[src/tmw_pkg.sv]
// Shared constants of the trimmed mean window filter.
`default_nettype none
package tmw_pkg;
	localparam int CFG_INDEX_W   = 1;
	localparam int CFG_DATA_W    = 6;
	localparam int WINDOW_SIZE_W = 6;
	localparam int TRIM_COUNT_W  = 4;
	localparam int KEPT_W        = 6;

	localparam logic [CFG_INDEX_W-1:0] REG_WINDOW_SIZE = 1'd0;
	localparam logic [CFG_INDEX_W-1:0] REG_TRIM_COUNT  = 1'd1;

	localparam logic [WINDOW_SIZE_W-1:0] WINDOW_SIZE_RST = 6'd20;
	localparam logic [TRIM_COUNT_W-1:0]  TRIM_COUNT_RST  = 4'd2;
endpackage
`default_nettype wire

[src/tmw_if.sv]
// Handshake interfaces for the sample and mean channels.
`default_nettype none
interface tmw_sample_if #(parameter int W = 16);
	logic         valid;
	logic         ready;
	logic [W-1:0] sample;

	modport source (output valid, output sample, input ready);
	modport sink (input valid, input sample, output ready);
endinterface

interface tmw_mean_if #(parameter int W = 16);
	logic                      valid;
	logic                      ready;
	logic [W-1:0]              mean;
	logic [tmw_pkg::KEPT_W-1:0] kept_count;

	modport source (output valid, output mean, output kept_count, input ready);
	modport sink (input valid, input mean, input kept_count, output ready);
endinterface
`default_nettype wire

[src/trimmed_mean_window.sv]
// Trimmed mean window filter: collects window_size signed samples, keeps them in
// ascending order as they arrive, and on the last sample of a window drops trim_count
// samples from each end (fewer if that would leave none), sums the rest and divides by
// the number kept (truncated toward zero). One sorted RAM with one read and one write
// port and a small sequencer do all the work. Each sample is inserted by a shift-down
// pass over the RAM, one entry per cycle, that stops at the first entry not above the
// new sample, so the pass is short when samples arrive nearly in order. The item that
// completes a window also pays for a scan of the RAM, a restoring division and the load
// of the output register. Ready is high only while the sequencer is idle; a finished
// mean waits in an output register so the next sample is taken while it is unclaimed.
// Each RAM entry carries its arrival position, so a window that was shortened while
// filling averages only its first window_size samples. No clearing pass is needed after
// reset: only entries written in the current window are read.
`default_nettype none
module trimmed_mean_window #(
	parameter int MAX_SAMPLES  = 32,
	parameter int SAMPLE_WIDTH = 16
) (
	input  wire                            clk,
	input  wire                            arst_n,
	input  wire                            cfg_we,
	input  wire [tmw_pkg::CFG_INDEX_W-1:0] cfg_index,
	input  wire [tmw_pkg::CFG_DATA_W-1:0]  cfg_data,
	tmw_sample_if.sink                     samples,
	tmw_mean_if.source                     means
);
	localparam int SW    = SAMPLE_WIDTH;
	localparam int IDXW  = $clog2(MAX_SAMPLES);          // RAM address / arrival tag
	localparam int CNTW  = $clog2(MAX_SAMPLES + 1);      // fill count, holds MAX_SAMPLES
	localparam int WW    = (CNTW > tmw_pkg::WINDOW_SIZE_W) ? CNTW : tmw_pkg::WINDOW_SIZE_W;
	localparam int EW    = SW + IDXW;                     // entry: {value, tag}
	localparam int SUMW  = SW + tmw_pkg::KEPT_W;          // at most 63 samples summed
	localparam int STEPW = $clog2(SUMW);
	localparam int KW    = tmw_pkg::KEPT_W;

	localparam logic [2:0] ST_IDLE = 3'd0;
	localparam logic [2:0] ST_INS  = 3'd1;
	localparam logic [2:0] ST_PUT  = 3'd2;
	localparam logic [2:0] ST_SUM  = 3'd3;
	localparam logic [2:0] ST_DIV  = 3'd4;
	localparam logic [2:0] ST_DONE = 3'd5;

	// configuration
	logic [tmw_pkg::WINDOW_SIZE_W-1:0] window_size_q;
	logic [tmw_pkg::TRIM_COUNT_W-1:0]  trim_count_q;

	// sequencer
	logic [2:0]       state_q;
	logic [CNTW-1:0]  fill_q;
	logic             complete_q;
	logic [EW-1:0]    key_q;
	logic [IDXW-1:0]  pos_q;
	logic [IDXW-1:0]  put_q;
	logic [CNTW-1:0]  scan_q;
	logic             rd_vld_s1;
	logic [WW-1:0]    rank_q;
	logic signed [SUMW-1:0] sum_q;
	logic             neg_q;
	logic [SUMW-1:0]  dq_q;
	logic [KW-1:0]    rem_q;
	logic [STEPW-1:0] step_q;

	// output register
	logic             out_vld_q;
	logic [SW-1:0]    mean_q;
	logic [KW-1:0]    kept_q;

	// sorted sample RAM
	logic [EW-1:0]    sample_store [MAX_SAMPLES];
	logic [EW-1:0]    rd_q;
	logic             mem_we;
	logic [IDXW-1:0]  mem_waddr;
	logic [EW-1:0]    mem_wdata;
	logic [IDXW-1:0]  mem_raddr;

	always_ff @(posedge clk) begin
		if (mem_we) begin
			sample_store[mem_waddr] <= mem_wdata;
		end
		rd_q <= sample_store[mem_raddr];
	end

	logic signed [SW-1:0] rd_val;
	logic signed [SW-1:0] key_val;
	logic [IDXW-1:0]      rd_tag;
	assign rd_val  = $signed(rd_q[EW-1 -: SW]);
	assign rd_tag  = rd_q[IDXW-1:0];
	assign key_val = $signed(key_q[EW-1 -: SW]);

	// effective window and trim; user keeps config stable while busy, unchecked
	logic [WW-1:0] win;
	logic [WW-1:0] win_raw;
	logic [WW-1:0] trim_raw;
	logic [WW-1:0] trim_eff;
	logic [WW-1:0] hi_rank;
	logic [WW-1:0] kept_w;
	logic [KW-1:0] kept;

	always_comb begin
		win_raw = WW'(window_size_q);
		if (window_size_q == '0) begin
			win_raw = WW'(1);
		end
		win = (win_raw > WW'(MAX_SAMPLES)) ? WW'(MAX_SAMPLES) : win_raw;
		trim_raw = WW'(trim_count_q);
		trim_eff = ((trim_raw << 1) >= win) ? ((win - WW'(1)) >> 1) : trim_raw;
		hi_rank  = win - trim_eff;
		kept_w   = win - (trim_eff << 1);
		kept     = kept_w[KW-1:0];
	end

	logic [CNTW-1:0] fill_next;
	logic            in_fire;
	logic            out_free;
	assign fill_next = (fill_q < CNTW'(MAX_SAMPLES)) ? fill_q + CNTW'(1) : fill_q;
	assign in_fire   = samples.valid && samples.ready;
	assign out_free  = !out_vld_q || means.ready;

	// restoring division step
	logic [KW:0]   div_trial;
	logic          div_ge;
	logic [KW:0]   div_diff;
	assign div_trial = {rem_q, dq_q[SUMW-1]};
	assign div_ge    = div_trial >= {1'b0, kept};
	assign div_diff  = div_trial - {1'b0, kept};

	logic in_window;
	assign in_window = WW'(rd_tag) < win;

	// RAM port control
	always_comb begin
		mem_we    = 1'b0;
		mem_waddr = put_q;
		mem_wdata = key_q;
		mem_raddr = '0;
		case (state_q)
			ST_IDLE: begin
				mem_raddr = IDXW'(fill_q - CNTW'(1));
			end
			ST_INS: begin
				mem_raddr = pos_q - IDXW'(1);
				if (rd_val > key_val) begin
					mem_we    = 1'b1;
					mem_waddr = pos_q + IDXW'(1);
					mem_wdata = rd_q;
				end
			end
			ST_PUT: begin
				mem_we = 1'b1;
			end
			ST_SUM: begin
				mem_raddr = scan_q[IDXW-1:0];
			end
			default: begin
				mem_we = 1'b0;
			end
		endcase
	end

	always_ff @(posedge clk or negedge arst_n) begin
		if (!arst_n) begin
			window_size_q <= tmw_pkg::WINDOW_SIZE_RST;
			trim_count_q  <= tmw_pkg::TRIM_COUNT_RST;
		end else if (cfg_we) begin
			case (cfg_index)
				tmw_pkg::REG_WINDOW_SIZE: window_size_q <= cfg_data[tmw_pkg::WINDOW_SIZE_W-1:0];
				tmw_pkg::REG_TRIM_COUNT:  trim_count_q  <= cfg_data[tmw_pkg::TRIM_COUNT_W-1:0];
				default: ;
			endcase
		end
	end

	always_ff @(posedge clk or negedge arst_n) begin
		if (!arst_n) begin
			state_q    <= ST_IDLE;
			fill_q     <= '0;
			complete_q <= 1'b0;
			rd_vld_s1  <= 1'b0;
			out_vld_q  <= 1'b0;
		end else begin
			if (state_q == ST_DONE && out_free) begin
				out_vld_q <= 1'b1;
			end else if (means.ready) begin
				out_vld_q <= 1'b0;
			end
			case (state_q)
				ST_IDLE: begin
					if (in_fire) begin
						fill_q     <= fill_next;
						complete_q <= WW'(fill_next) >= win;
						rd_vld_s1  <= 1'b0;
						if (fill_q == CNTW'(MAX_SAMPLES)) begin
							// store full: sample only closes the window
							state_q <= ST_SUM;
						end else if (fill_q == '0) begin
							state_q <= ST_PUT;
						end else begin
							state_q <= ST_INS;
						end
					end
				end
				ST_INS: begin
					if (!(rd_val > key_val) || pos_q == '0) begin
						state_q <= ST_PUT;
					end
				end
				ST_PUT: begin
					state_q <= complete_q ? ST_SUM : ST_IDLE;
				end
				ST_SUM: begin
					rd_vld_s1 <= scan_q < fill_q;
					if (scan_q == fill_q && !rd_vld_s1) begin
						state_q <= ST_DIV;
					end
				end
				ST_DIV: begin
					if (step_q == STEPW'(SUMW - 1)) begin
						state_q <= ST_DONE;
					end
				end
				ST_DONE: begin
					if (out_free) begin
						fill_q  <= '0;
						state_q <= ST_IDLE;
					end
				end
				default: begin
					state_q <= ST_IDLE;
				end
			endcase
		end
	end

	// datapath registers, no reset needed
	always_ff @(posedge clk) begin
		case (state_q)
			ST_IDLE: begin
				key_q  <= {samples.sample, IDXW'(fill_q)};
				pos_q  <= IDXW'(fill_q - CNTW'(1));
				put_q  <= '0;
				scan_q <= '0;
				rank_q <= '0;
				sum_q  <= '0;
			end
			ST_INS: begin
				if (rd_val > key_val) begin
					pos_q <= pos_q - IDXW'(1);
					put_q <= '0;
				end else begin
					put_q <= pos_q + IDXW'(1);
				end
			end
			ST_SUM: begin
				if (scan_q < fill_q) begin
					scan_q <= scan_q + CNTW'(1);
				end
				// only the first win arrivals count; keep ranks trim .. win-trim-1
				if (rd_vld_s1 && in_window) begin
					rank_q <= rank_q + WW'(1);
					if (rank_q >= trim_eff && rank_q < hi_rank) begin
						sum_q <= sum_q + SUMW'(rd_val);
					end
				end
				neg_q  <= sum_q[SUMW-1];
				dq_q   <= sum_q[SUMW-1] ? SUMW'(-sum_q) : SUMW'(sum_q);
				rem_q  <= '0;
				step_q <= '0;
			end
			ST_DIV: begin
				rem_q  <= div_ge ? div_diff[KW-1:0] : div_trial[KW-1:0];
				dq_q   <= {dq_q[SUMW-2:0], div_ge};
				step_q <= step_q + STEPW'(1);
			end
			ST_DONE: begin
				if (out_free) begin
					mean_q <= neg_q ? SW'(-dq_q) : dq_q[SW-1:0];
					kept_q <= kept;
				end
			end
			default: ;
		endcase
	end

	assign samples.ready    = (state_q == ST_IDLE);
	assign means.valid      = out_vld_q;
	assign means.mean       = mean_q;
	assign means.kept_count = kept_q;
endmodule
`default_nettype wire
[src/flat_wrapper.sv]
// flat-port wrapper written by rule: the top's interface ports become plain ports
module trimmed_mean_window_flat 
#(
	parameter int MAX_SAMPLES  = 32,
	parameter int SAMPLE_WIDTH = 16
)
  (clk, arst_n, cfg_we, cfg_index, cfg_data, samples_valid, samples_sample, samples_ready, means_valid, means_mean, means_kept_count, means_ready);
  tmw_sample_if samples_i ();
  tmw_mean_if means_i ();
  input  wire clk;
  input  wire arst_n;
  input  wire cfg_we;
  input  wire [tmw_pkg::CFG_INDEX_W-1:0] cfg_index;
  input  wire [tmw_pkg::CFG_DATA_W-1:0] cfg_data;
  input wire logic [$bits(samples_i.valid)-1:0] samples_valid;
  input wire logic [$bits(samples_i.sample)-1:0] samples_sample;
  output wire logic [$bits(samples_i.ready)-1:0] samples_ready;
  output wire logic [$bits(means_i.valid)-1:0] means_valid;
  output wire logic [$bits(means_i.mean)-1:0] means_mean;
  output wire logic [$bits(means_i.kept_count)-1:0] means_kept_count;
  input wire logic [$bits(means_i.ready)-1:0] means_ready;
  assign samples_i.valid = samples_valid;
  assign samples_i.sample = samples_sample;
  assign samples_ready = samples_i.ready;
  assign means_valid = means_i.valid;
  assign means_mean = means_i.mean;
  assign means_kept_count = means_i.kept_count;
  assign means_i.ready = means_ready;
  trimmed_mean_window #(.MAX_SAMPLES(MAX_SAMPLES), .SAMPLE_WIDTH(SAMPLE_WIDTH)) u_core (.clk(clk), .arst_n(arst_n), .cfg_we(cfg_we), .cfg_index(cfg_index), .cfg_data(cfg_data), .samples(samples_i), .means(means_i));
endmodule
[config.mk]
export PLATFORM = sky130hd
export DESIGN_NAME = trimmed_mean_window_flat
export DESIGN_NICKNAME = d
export VERILOG_FILES = /design/src/tmw_pkg.sv /design/src/tmw_if.sv /design/src/trimmed_mean_window.sv /design/src/flat_wrapper.sv
export SDC_FILE = /design/constraint.sdc
export NUM_CORES = 1
export LEC_CHECK = 0
export BUFFER_PORTS_ARGS = -buffer_cell sky130_fd_sc_hd__buf_2
export CELL_PAD_IN_SITES_DETAIL_PLACEMENT = 0
export CELL_PAD_IN_SITES_GLOBAL_PLACEMENT = 1
export CORE_ASPECT_RATIO = 1.2
export CORE_UTILIZATION = 55
export CTS_CLUSTER_DIAMETER = 200
export DETAILED_ROUTE_END_ITERATION = 16
export PLACE_DENSITY = 0.82
export RECOVER_POWER = 50
export REMOVE_ABC_BUFFERS = 1
export SYNTH_ARGS = -nofsm -noshare
export SYNTH_HDL_FRONTEND = slang
export SYNTH_SLANG_ARGS = --single-unit
[constraint.sdc]
create_clock -name clk -period 7.5 [get_ports clk]
set_clock_uncertainty 0.05 [all_clocks]
set_input_delay 0 -clock clk [delete_from_list [all_inputs] [get_ports clk]]
set_output_delay 0 -clock clk [all_outputs]
set_load 0.1 [all_outputs]
Word-level counts from Yosys, hierarchy flattened
Memory sizes are Yosys's and may differ from the RTL's. A register that Yosys moved wholly into a read port is not among the register bits.
Index checks and enable logic that the tools add are counted.

operators by class
  add/sub/neg operators = 14
  multiply operators = 0
  divide/modulo/power cells = 0
  $lt $le $gt $ge = 10
  eq/ne operators = 17
  shifts and indexed selects = 0
  mux-type cells = 46
  bitwise gates (word level) = 1
  reductions and logical operators = 30

operator list
  cell                   number
  $pmux W22 S2           2
  $mux W22               3
  $mux W6                8
  $pmux W6 S2            4
  $mux W21               2
  $pmux W5 S2            3
  $mux W5                5
  $add A22 B16 Y22       1
  $neg A22 Y22           1
  $add A6 B1 Y6 const B  3
  $mux W3                6
  $pmux W3 S6            1
  $sub A6 B6 Y6          3
  $gt A16 B16 Y1         1
  $mux W16               1
  $ne A2 B1 Y1 const B   8
  $neg A16 Y16           1
  $reduce_and A2 Y1      8
  $pmux W5 S3            1
  $ge A6 B6 Y1           2
  $logic_not A6 Y1       2
  $lt A6 B6 Y1           2
  $add A5 B1 Y5 const B  2
  $reduce_bool A2 Y1     5
  25 further kinds       43

storage, ports and cells
  flip-flop bits (word level) = 143
  bits in latches = 0
  bits in writable memories = 672
  memory bits (read-only) = 0
  input port bits = 28
  output and inout bits = 24
  word-level logic and storage cells = 138
  memories = 1

memories
  name                 depth  width  read ports  clocked after Yosys merged registers in  wr ports  RTL line                   source
  u_core.sample_store  32     21     1           1                                        1         trimmed_mean_window.sv:69  logic [EW-1:0] sample_store [MAX_SAMPLES];

Longest topological paths before layout
  word-level depth = 12
  gate-level depth with buffers = 22
  depth with buffers taken out = 22

Worst setup path after synthesis
No wires, ideal clock.

  path kind = flip-flop to flip-flop
  start point = register u_core.window_size_q[5] (netlist name)
  end point = register u_core.sum_q[0], enable pin
  library setup time = 0.408 ns
  data arrival time = 5.199 ns
  data required time = 7.042 ns
  path slack = 1.843 ns
  stages on the path, launching flop included = 21
  buffers on the path = 1
  clock period less this slack = 5.657 ns
  cells stage by stage = dfrtp_1 -> clkbuf_1 -> nor2_1 -> inv_1 -> ha_1 -> nand3_1 -> or3_4 -> a311oi_4 -> nor2_1 -> a21oi_1 -> ha_1 -> inv_1 -> ha_1 -> o31ai_1 -> a21oi_1 -> xnor2_1 -> ha_1 -> a21o_1 -> a211oi_1 -> a41oi_1 -> a21oi_1

on the way
  longest elaborated chain between the ends = 11
  elaborated cells between the ends (all ways) = 16
  classes of those cells = add/sub (2); order compare (5); eq/ne (2); mux (3); reduce/logical (4)

RTL lines
  element                                        RTL line                    source
  start: declaration                             trimmed_mean_window.sv:44   logic [tmw_pkg::WINDOW_SIZE_W-1:0] window_size_q;
  start signal: assignment                       trimmed_mean_window.sv:162  window_size_q <= tmw_pkg::WINDOW_SIZE_RST;
  start signal: assignment                       trimmed_mean_window.sv:166  tmw_pkg::REG_WINDOW_SIZE: window_size_q <= cfg_data[tmw_pkg::WINDOW_SIZE_W-1:0];
  $logic_not A6 Y1                               trimmed_mean_window.sv:101  if (window_size_q == '0) begin
  $mux W6 *                                      trimmed_mean_window.sv:101
  $gt A6 B6 Y1                                   trimmed_mean_window.sv:104  win = (win_raw > WW'(MAX_SAMPLES)) ? WW'(MAX_SAMPLES) : win_raw;
  $mux W6 *                                      trimmed_mean_window.sv:104
  $sub A6 B1 Y6 or $ge A5 B6 Y1 (tied branches)  trimmed_mean_window.sv:106  trim_eff = ((trim_raw << 1) >= win) ? ((win - WW'(1)) >> 1) : trim_raw;
  $mux W5                                        trimmed_mean_window.sv:106
  $sub A6 B6 Y6                                  trimmed_mean_window.sv:107  hi_rank = win - trim_eff;
  $lt A6 B6 Y1                                   trimmed_mean_window.sv:260  if (rank_q >= trim_eff && rank_q < hi_rank) begin
  $logic_and A1 B1 Y1                            trimmed_mean_window.sv:260
  $ne A2 B1 Y1 (no source line)                  -
  $reduce_and A3 Y1 (no source line) *           -
  end signal: assignment                         trimmed_mean_window.sv:261  sum_q <= sum_q + SUMW'(rd_val);
  end: declaration                               trimmed_mean_window.sv:57   logic signed [SUMW-1:0] sum_q;

Every way passes the cells marked *; elsewhere a longest branch is shown, timed or not.
A chain may end at the register's enable or synchronous reset.

Final worst setup path
  start point = register u_core.window_size_q[5] (netlist name)
  end point = register u_core.rem_q[3] (data pin)

on the way
  longest elaborated chain between the ends = 10
  elaborated cells between the ends (all ways) = 12
  classes of those cells = add/sub (3); order compare (3); mux (5); reduce/logical (1)

RTL lines
  element                                        RTL line                    source
  $logic_not A6 Y1                               trimmed_mean_window.sv:101
  $mux W6 *                                      trimmed_mean_window.sv:101
  $gt A6 B6 Y1                                   trimmed_mean_window.sv:104
  $mux W6 *                                      trimmed_mean_window.sv:104
  $sub A6 B1 Y6 or $ge A5 B6 Y1 (tied branches)  trimmed_mean_window.sv:106
  $mux W5                                        trimmed_mean_window.sv:106
  $sub A6 B6 Y6 *                                trimmed_mean_window.sv:108  kept_w = win - (trim_eff << 1);
  net u_core.kept[4]                             trimmed_mean_window.sv:97   logic [KW-1:0] kept;
  $ge A7 B6 Y1 *                                 trimmed_mean_window.sv:124  assign div_ge = div_trial >= {1'b0, kept};
  $mux W6 *                                      trimmed_mean_window.sv:270  rem_q <= div_ge ? div_diff[KW-1:0] : div_trial[KW-1:0];
  $pmux W6 S2 *                                  trimmed_mean_window.sv:236  case (state_q)
  end signal: assignment                         trimmed_mean_window.sv:270
  end: declaration                               trimmed_mean_window.sv:60   logic [KW-1:0] rem_q;

Mark *: on every way through the listed nets, which the timed path passes. The rest lies on a longest branch.

==> flow_summary.json <==
{
  "die-area_um2": 66200,
  "final_common_cell": "edfxtp_1",
  "final-instance-count-excl-fill": 3116,
  "n_fill_cell": 4497,
  "critical_path.startpoint_type": "flip-flop",
  "clk_latency_ns": 0.64,
  "r2r_cells": 18,
  "synthToLayoutAreaGrowth_pct": 12.2,
  "totalPowerFinal_mw": 20.5,
  "max-cap-violations": 24,
  "grt_setup_unrepaired": "no",
  "worstReg2RegStart": "u_core.window_size_q[5]$_DFFE_PN0P_",
  "h-tree-depth": 3,
  "outcome": "finished with violations",
  "post-place-cells": 2928,
  "numCtsBuffers": 81,
  "hold_ws_ns": 0.0340,
  "design.portCount": 52,
  "grt_usage": 0.234,
  "drc_marker_count_from_the_first_detailed_route_iteration": 1516,
  "die_height_um": 282,
  "p_leak_nw": 13.4,
  "async_reset_ff_frac": 0.0263,
  "hold_path_class": "primary input to flip-flop",
  "finish.net_count": 2338,
  "yosys.area.top_type_share": 0.664,
  "chipWidth_um": 235,
  "syn_area_um2": 35900,
  "power-per-cell-area_nw_per_um2": 511,
  "finalWorstSetupSlack_ns": 1.23,
  "via_per_inst": 6.11,
  "failed_checks": "capacitance limit, slew limit",
  "coreArea_um2": 64400,
  "ctsRootBufferMaster": "clkbuf_16",
  "dp_slack_ns": 1.66,
  "drt.antenna.violating_nets": 0,
  "grt-ovfl-total": 0,
  "worst_pin_slew_ns": 2.96,
  "yosys_warnings": 0,
  "post_synth.cell_area_avg_um2": 17.2,
  "placed_area_um2": 37400,
  "synth.ff_latch_count": 836,
  "layout_worst_path_cycle_share": 0.835,
  "placementRows": 102,
  "post_synthesis_instance_total": 2081,
  "end_kind": "flip-flop",
  "synth_top_area_cell": "edfxtp_1",
  "cts.reportedPaths.clkPinSlew_ns": 0.06,
  "synth_cell_types": 75,
  "timing.fmax_ghz": 0.160,
  "place.port_buffers": 51,
  "wl_mm": 76.5,
  "grt_pass1_vias": 19400,
  "postCtsResizedCells": 0,
  "post-route-drc-count": 0,
  "startpoint": "u_core.window_size_q[5]$_DFFE_PN0P_",
  "timing.max_slew.rel_slack": -0.975,
  "gp_congestion": 0.847,
  "critical_path_rt_ns": 7.79,
  "crit_fanout": 12,
  "diodes": 0,
  "routed-via-count": 19000,
  "detailedPlacementHpwl_mm": 47.1,
  "crit_end": "u_core.rem_q[3]$_SDFFCE_PN0P_",
  "setup_total_negative_slack_ns": 0,
  "grt_antenna_before_repair": 1,
  "worst-r2r-setup-slack_ns": 1.23,
  "ratio_of_cells_with_drive_above_1_in_the_final_layout": 0.176,
  "type_of_the_worst_setup_path": "flip-flop to flip-flop",
  "clock_path_buffers": 3,
  "clock-sinks": 836,
  "timing.final.crit_period_ns": 6.27,
  "wire_per_inst_um": 24.6,
  "finalSetupViolations": 0,
  "final_cell_area_um2": 40200,
  "data_arrival_at_the_endpoint_of_the_critical_path_ns": 6.55,
  "share_of_synthesized_area_occupied_by_flip_flops_and_latches": 0.691,
  "start_util": 0.556,
  "irDropWorstVdd_v": 0.000487,
  "yosys_most_used_dff": "edfxtp_1",
  "maxSlewViolCount": 650,
  "maximum_number_of_pins_on_one_net_before_global_route_repair": 107,
  "post_cts.repair.setup_buffers": 0,
  "worstReg2RegEnd": "u_core.rem_q[3]$_SDFFCE_PN0P_",
  "tritoncts": "yes",
  "ys_top_cells_by_area": "edfxtp_1 (66%), mux4_2 (11%), ha_1 (3.1%), mux2i_1 (2.8%), nor2_1 (1.4%)",
  "number_of_flops_mapped_to_enable_cells_by_yosys": 793,
  "layout_common_cells": "edfxtp_1 (793), mux4_2 (168), nor2_1 (109)",
  "postCtsHoldBufs": 40,
  "utilization": 0.624,
  "report.final.hold_viol_count": 0,
  "drt_first_pass_iters": 5,
  "global_route_wire_length_before_repair_mm": 116
}
-- synth_stat cells (all sizes together), types with 5 or more instances --
master  instances
edfxtp        793
mux4          168
nor2          137
mux2i         100
nand2          98
ha             89
o21ai          74
inv            58
buf            47
xnor2          46
a21oi          43
xor2           40
clkbuf         37
nor3           26
nand3          25
mux2           22
dfxtp          21
dfrtp          19
a22o           18
a221oi         17
nand2b         16
a21o           15
o31ai          13
nor2b          12
a211oi         11
o21a            9
nand4           8
and3            7
nor3b           7
o41ai           7
o211ai          6
or3             6
a22oi           5
a31oi           5
a32o            5
-- per-layer routing --
layer / global-route usage / up-vias / share of wire
met5: 0 / - / 0.00017
met4: 0.0921 / 2 / 0.030
li1: - / 8561 / -
met2: 0.402 / 550 / 0.51
met3: 0.0351 / 138 / 0.054
met1: 0.304 / 9795 / 0.40
-- cells by family (layout without fill, tap and decap cells) --
family / after synthesis / count (layout) / synth area share
simple gates: 366 / 366 / 0.0472
other cells: 1 / 2 / 0.000105
compound gates: 263 / 263 / 0.0505
buf+inv: 146 / 348 / 0.0169
fa+ha+maj: 93 / 93 / 0.0327
mux: 290 / 290 / 0.140
flops: 836 / 836 / 0.691
xor+xnor: 86 / 86 / 0.0210
-- worst max-delay path: stages, from the launching register on --
cell and delay (ns):
dfrtp_1 0.60, clkinv_1 0.35, nand2_1 0.38, ha_1 0.20, nand3_1 0.05, or3_1 0.35, a311oi_1 0.92, a21oi_1 0.32
ha_1 0.28, maj3_1 0.36, maj3_1 0.37, xnor2_1 0.21, inv_1 0.07, ha_1 0.34, o21ai_0 0.09, nand2b_1 0.12
a21oi_1 0.59, mux2i_1 0.27, nor2_1 0.06
-- state kept, by name (all words and copies together) (netlist names) --
signal                   flops
u_core.rd_vld_s1             1
u_core.window_size_q         6
u_core.sample_store        672
u_core.means.valid           1
u_core.pos_q                 5
u_core.rd_q                 21
u_core.means.mean           16
u_core.scan_q                6
u_core.key_q                21
u_core.state_q               3
u_core.complete_q            1
u_core.fill_q                6
u_core.rank_q                6
u_core.neg_q                 1
u_core.put_q                 5
u_core.sum_q                22
u_core.means.kept_count      6
u_core.step_q                5
u_core.trim_count_q          4
u_core.rem_q                 6
u_core.dq_q                 22
-- power by group --
part           leakage, nW  internal (mW)  switching (mW)
clock network         1.30           2.33            1.76
registers             7.66           7.02           0.539
logic                 4.44           3.71            5.19
total                 13.4           13.1            7.49
-- worst min-delay path by stage --
stage                            start                                   to  slack [ns]  cells past startpoint
floorplan                       arst_n        u_core.complete_q$_DFFE_PN0P_       -0.35                      0
global placement                arst_n   u_core.trim_count_q[0]$_DFFE_PN0P_       -0.06                      1
detailed placement              arst_n  u_core.window_size_q[0]$_DFFE_PN0P_       -0.04                      1
CTS                  samples_sample[6]           u_core.key_q[11]$_DFFE_PP_      0.0002                      2
global route         samples_sample[8]           u_core.key_q[13]$_DFFE_PP_        0.01                      2
finish              samples_sample[10]           u_core.key_q[15]$_DFFE_PP_        0.03                      2
-- final cells by class --
cell class                 instances  area (um^2)  share of cell area
clock buffer                      93         2070              0.0515
clock inverter                    55          619              0.0154
inverter                          62          233             0.00578
multi-input combinational       1100        10600               0.264
sequential                       836        24800               0.616
tap                              832         1040              0.0259
timing repair buffer             138          861              0.0214
Power figures use the tool's default switching activity.
